`config.mk`:
```
export PLATFORM = sky130hd
export DESIGN_NAME = rsbk_ctrl
export DESIGN_NICKNAME = d
export VERILOG_FILES = /design/src/hdl/rsbk_pkg.sv /design/src/hdl/rsbk_ctrl.sv
export SDC_FILE = /design/constraint.sdc
export NUM_CORES = 1
export LEC_CHECK = 0
export BUFFER_PORTS_ARGS = -buffer_cell sky130_fd_sc_hd__buf_4
export CORE_MARGIN = 2
export CORE_UTILIZATION = 40
export DETAILED_ROUTE_END_ITERATION = 7
export GPL_ROUTABILITY_DRIVEN = 0
export GPL_TIMING_DRIVEN = 0
export MAX_ROUTING_LAYER = met4
export SLEW_MARGIN = 20
export SYNTH_ARGS = -nofsm -noshare
export SYNTH_HDL_FRONTEND = slang
export SYNTH_SLANG_ARGS = --single-unit
```
`constraint.sdc`:
```
create_clock -name clk -period 5.9 [get_ports clk]
set_input_delay 0.59 -clock clk [delete_from_list [all_inputs] [get_ports clk]]
set_output_delay 0.59 -clock clk [all_outputs]
set_load 0.02 [all_outputs]
```
`src/hdl/rsbk_pkg.sv`:
```
// Shared types and constants for the record sorter.
package rsbk_pkg;

  localparam int MAX_ENTRIES_DEF = 64;

  localparam int KEY_W   = 5;
  localparam int CLASS_W = 8;
  localparam int MULT_W  = 8;
  localparam int COORD_W = 64;

  // One stored record, as kept in the record memory.
  typedef struct packed {
    logic [KEY_W-1:0]   key;
    logic [CLASS_W-1:0] cls;
    logic [MULT_W-1:0]  mult;
    logic [COORD_W-1:0] x;
    logic [COORD_W-1:0] y;
    logic [COORD_W-1:0] z;
  } rec_t;

  // Source of the data written into the record memory.
  typedef enum logic [1:0] {
    WR_INPUT = 2'd0,
    WR_CARRY = 2'd1,
    WR_READ  = 2'd2
  } wr_sel_t;

  // Commands from the controller to the datapath.
  typedef struct packed {
    logic    wr_en;
    wr_sel_t wr_sel;
    logic    rd_en;
    logic    carry_ld;
    logic    out_ld;
    logic    out_last;
    logic    out_dropped;
  } dp_cmd_t;

  // Status from the datapath to the controller.
  typedef struct packed {
    logic swap;
    logic out_free;
  } dp_stat_t;

endpackage

```
`src/hdl/rsbk_ctrl.sv`:
```
// Controller of the record sorter: load, bubble-sort passes and emission sequencing.
module rsbk_ctrl #(
  parameter int MAX_ENTRIES = rsbk_pkg::MAX_ENTRIES_DEF,
  parameter int AW          = $clog2(MAX_ENTRIES),
  parameter int CW          = $clog2(MAX_ENTRIES + 1)
) (
  input  logic               clk,
  input  logic               rst_n,
  input  logic               in_valid,
  output logic               in_ready,
  input  logic               in_final,
  input  rsbk_pkg::dp_stat_t stat,
  output rsbk_pkg::dp_cmd_t  cmd,
  output logic [AW-1:0]      wr_addr,
  output logic [AW-1:0]      rd_addr
);
  import rsbk_pkg::*;

  typedef enum logic [6:0] {
    S_LOAD    = 7'b0000001,
    S_CLOSE   = 7'b0000010,
    S_FIRST   = 7'b0000100,
    S_CMP     = 7'b0001000,
    S_TAIL    = 7'b0010000,
    S_EMIT_RD = 7'b0100000,
    S_EMIT    = 7'b1000000
  } state_t;

  state_t        state_r, state_nxt;
  logic [CW-1:0] count_r, count_nxt;
  logic          ovf_r, ovf_nxt;
  logic [AW-1:0] j_r, j_nxt;
  logic [AW-1:0] pend_r, pend_nxt;
  logic [AW-1:0] k_r, k_nxt;
  logic          is_last;

  assign is_last = (CW'(k_r) == (count_r - CW'(1)));

  always_comb begin
    state_nxt   = state_r;
    count_nxt   = count_r;
    ovf_nxt     = ovf_r;
    j_nxt       = j_r;
    pend_nxt    = pend_r;
    k_nxt       = k_r;
    cmd         = '0;
    cmd.wr_sel  = WR_INPUT;
    wr_addr     = '0;
    rd_addr     = '0;
    in_ready    = 1'b0;
    case (state_r)
      S_LOAD: begin
        in_ready = 1'b1;
        if (in_valid) begin
          if (count_r < CW'(MAX_ENTRIES)) begin
            cmd.wr_en = 1'b1;
            wr_addr   = count_r[AW-1:0];
            count_nxt = count_r + CW'(1);
          end else begin
            ovf_nxt = 1'b1;
          end
          if (in_final) begin
            state_nxt = S_CLOSE;
          end
        end
      end
      S_CLOSE: begin
        if (count_r == '0) begin
          ovf_nxt   = 1'b0;
          state_nxt = S_LOAD;
        end else if (count_r == CW'(1)) begin
          k_nxt     = '0;
          state_nxt = S_EMIT_RD;
        end else begin
          cmd.rd_en = 1'b1;
          rd_addr   = '0;
          pend_nxt  = AW'(count_r - CW'(1));
          state_nxt = S_FIRST;
        end
      end
      S_FIRST: begin
        cmd.carry_ld = 1'b1;
        cmd.rd_en    = 1'b1;
        rd_addr      = AW'(1);
        j_nxt        = AW'(1);
        state_nxt    = S_CMP;
      end
      S_CMP: begin
        cmd.wr_en    = 1'b1;
        wr_addr      = j_r - AW'(1);
        cmd.wr_sel   = stat.swap ? WR_READ : WR_CARRY;
        cmd.carry_ld = !stat.swap;
        if (j_r == pend_r) begin
          state_nxt = S_TAIL;
        end else begin
          cmd.rd_en = 1'b1;
          rd_addr   = j_r + AW'(1);
          j_nxt     = j_r + AW'(1);
        end
      end
      S_TAIL: begin
        cmd.wr_en  = 1'b1;
        wr_addr    = pend_r;
        cmd.wr_sel = WR_CARRY;
        if (pend_r == AW'(1)) begin
          k_nxt     = '0;
          state_nxt = S_EMIT_RD;
        end else begin
          pend_nxt  = pend_r - AW'(1);
          cmd.rd_en = 1'b1;
          rd_addr   = '0;
          state_nxt = S_FIRST;
        end
      end
      S_EMIT_RD: begin
        cmd.rd_en = 1'b1;
        rd_addr   = k_r;
        state_nxt = S_EMIT;
      end
      S_EMIT: begin
        if (stat.out_free) begin
          cmd.out_ld      = 1'b1;
          cmd.out_last    = is_last;
          cmd.out_dropped = ovf_r;
          if (is_last) begin
            count_nxt = '0;
            ovf_nxt   = 1'b0;
            state_nxt = S_LOAD;
          end else begin
            k_nxt     = k_r + AW'(1);
            cmd.rd_en = 1'b1;
            rd_addr   = k_r + AW'(1);
          end
        end
      end
      default: begin
        state_nxt = S_LOAD;
      end
    endcase
  end

  always_ff @(posedge clk) begin
    if (!rst_n) begin
      state_r <= S_LOAD;
      count_r <= '0;
      ovf_r   <= 1'b0;
      j_r     <= '0;
      pend_r  <= '0;
      k_r     <= '0;
    end else begin
      state_r <= state_nxt;
      count_r <= count_nxt;
      ovf_r   <= ovf_nxt;
      j_r     <= j_nxt;
      pend_r  <= pend_nxt;
      k_r     <= k_nxt;
    end
  end

endmodule

```
==> flow_metrics.env <==
export IMPL_path_clk_slew_ps=80
export IMPL_final_common_cell="dfxtp_1"
export IMPL_cts_made_buffers=5
export IMPL_fmax_mhz=266
export IMPL_path_class="reg -> out"
export IMPL_post_route_util_pct=47.4
export IMPL_synth_xor_area_share_pct=9.99
export IMPL_worst_hold_slack_ps=577
export IMPL_cpPeakStageDelay_ps=580
export IMPL_cts_root_buf="clkbuf_8"
export IMPL_worstPathRequired_ps=5310
export IMPL_slew_headroom_pct=43.4
export IMPL_async_flop_share_pct=0
export IMPL_syn_avg_cell_area_um2=7.90
export IMPL_wl_um=7360
export IMPL_cellPowerDensity_mw_per_mm2=188
export IMPL_drive_gt1_share_pct=14.6
export IMPL_die_area_mm2=0.00718
export IMPL_setup_tns_ps=0
export IMPL_yosys_warnings=0
export IMPL_num_vias=2562
export IMPL_final_hold_viol_count=0
export IMPL_period_needed_ps=3760
export IMPL_cts_buffer_depth=2
export IMPL_drc=0
export IMPL_critPathMaxFanout=9
export IMPL_routedWlPerCell_um=16.7
export IMPL_critPathArrivalTime_ps=3170
export IMPL_path_cells="inv_1, ha_1, or3b_1, buf_2, xor2_1, o211ai_4, o31ai_4, o31ai_1, a211o_1, buf_4"
export IMPL_start_util_pct=41.3
export IMPL_leakage_nw=1.19
export IMPL_grt_first_pass_wirelength_um=12300
export IMPL_maxCapViolCount=0
export IMPL_first_pass_iters=5
export IMPL_chipWidth_um=84.7
export IMPL_nFillCells=662
export IMPL_final_cell_area_mm2=0.00299
export IMPL_synth_flop_cell="dfxtp_1"
export IMPL_place_area_mm2=0.00290
export IMPL_synth_yosys_seq_area_share_pct=25.3
export IMPL_status="complete, no violations"
export IMPL_num_antenna_cells=0
export IMPL_via_per_inst=5.81
export IMPL_slowest_stage="dfxtp_1"
export IMPL_track_usage_pct=22.0
export IMPL_ant_nets=0
export IMPL_worstMarginPinSlew_ps=842
export IMPL_period_share_pct=63.8
export IMPL_h_tree_depth=2
export IMPL_synth_top_area_cell="dfxtp_1"
export IMPL_io_buffers=26
export IMPL_setup_viol=0
export IMPL_core_area_mm2=0.00631
export IMPL_synth_mux_area_share_pct=0.864
export IMPL_yosys_top_cells_area="dfxtp_1 25%, xnor2_1 5.0%, nor2_1 4.5%"
export IMPL_clk_latency_ps=290
export IMPL_post_cts_buffers=0
export IMPL_io_pins=27
export IMPL_cts_resized=0
export IMPL_synth_cell_types=67
export IMPL_layout_nets=378
export IMPL_synth_edf_count=0
export IMPL_slew_violations=0
export IMPL_rsz0062_at_grt="no"
export IMPL_syn_inst=330
export IMPL_syn_area_mm2=0.00261
export IMPL_overflow=0
export IMPL_cts_num_sinks=33
export IMPL_skew_ps=6.37
export IMPL_grt_max_degree=12
export IMPL_tritoncts="done"
export IMPL_first_global_vias=2385
export IMPL_yosys_area_share_simple_pct=28.3
export IMPL_floorplan_rows=29
export IMPL_syn_num_nets=345
export IMPL_yosys_area_share_adder_pct=4.32
export IMPL_most_common_layout_cells="33 x dfxtp_1, 31 x nor2_1, 27 x buf_4, 20 x clkbuf_1"
export IMPL_hpwl_um=5500
export IMPL_end_kind="output pin"
export IMPL_cts_hold_buffers=0
export IMPL_drt_iter0_drc=232
export IMPL_power_total_w=0.000563
export IMPL_hp_class="reg -> reg"
export IMPL_ir_drop_v=0.0000805
export IMPL_synth_compound_area_share_pct=24.8
export IMPL_yosys_register_bits=33
export IMPL_startpoint_type="flop"
export IMPL_antenna_found_initial=0
export IMPL_area_growth_pct=14.7
export IMPL_synth_top_family_by_area="simple AND/OR/NAND/NOR gates"
export IMPL_synth_top_area_share_pct=25.3
export IMPL_die_height_um=84.7
-- synth_stat cells (5+ instances only) --
library cell / count
dfxtp_1: 33
ha_1: 9
o21ai_0: 18
xnor2_1: 15
inv_1: 16
a22oi_1: 8
nand2_1: 19
xor2_1: 12
nand3_1: 7
nor3_1: 9
a211oi_1: 5
a21oi_1: 19
nand4_1: 5
and3_1: 14
clkbuf_1: 20
nor2_1: 31
o21ai_1: 5
o21a_1: 5
-- flip-flops by register name, summed over array words and instances, names as in the netlist --
register  flops
count_r       7
j_r           6
k_r           6
ovf_r         1
pend_r        6
state_r       7
-- power breakdown --
group / internal [W] / switching, W / total, W / leakage [nW]
sequential: 0.000229 / 0.0000128 / 0.000242 / 0.266
clock: 0.0000815 / 0.0000920 / 0.000174 / 0.0439
combinational: 0.0000592 / 0.0000878 / 0.000147 / 0.877
-- final timing paths --
kind	slack [ps]	end	depth (start not counted)	from
worst min-delay path	580	j_r[5]	2	j_r[5]
worst min register to register	580	j_r[5]	2	j_r[5]
worst max register to register	3020	k_r[1]	9	count_r[0]
worst max-delay path	2140	rd_addr[2]	10	count_r[0]
-- logic make-up after synthesis --
logic type      Yosys count
mux                       2
buf+inv                  41
xor+xnor                 28
fa+ha+maj                 9
simple gates            126
compound gates           91
flops                    33
-- final cells by class --
cell class                 instances  area (um^2)  share of cell area (%)
multi-input combinational        256         1790                    59.7
sequential                        33          661                    22.1
timing repair buffer              26          195                    6.53
buffer                            24          103                    3.43
tap                               77         96.3                    3.22
clock buffer                       5         68.8                    2.30
inverter                          17         63.8                    2.13
clock inverter                     3         17.5                   0.586
-- critical path: cells and delay by family (launching register included) --
family                     cells  cell delay [ps]
adders and majority gates      1              250
buffers and inverters          3              500
and+or+nand+nor                1              160
AOI/OAI and AO/OA              4             1060
xor gates and xnor gates       1              340
DFF                            1              580
-- per-layer routing --
layer | wire length, um | up-vias | global-route usage [%]
li1 | - | 1275 | -
met1 | 3520 | 1211 | 30.6
met2 | 3320 | 68 | 32.9
met3 | 369 | 8 | 3.24
met4 | 144 | 0 | 6.93
met5 | 0 | - | -
-- through the flow --
step                worst slack (ps)  std cells
CTS                             2170        441
global route                    1840        441
detailed placement              2470        433
global placement                2450        433
finish                          2140        441
floorplan                       2770        330
Note: power is estimated with default switching activity, not from simulation.
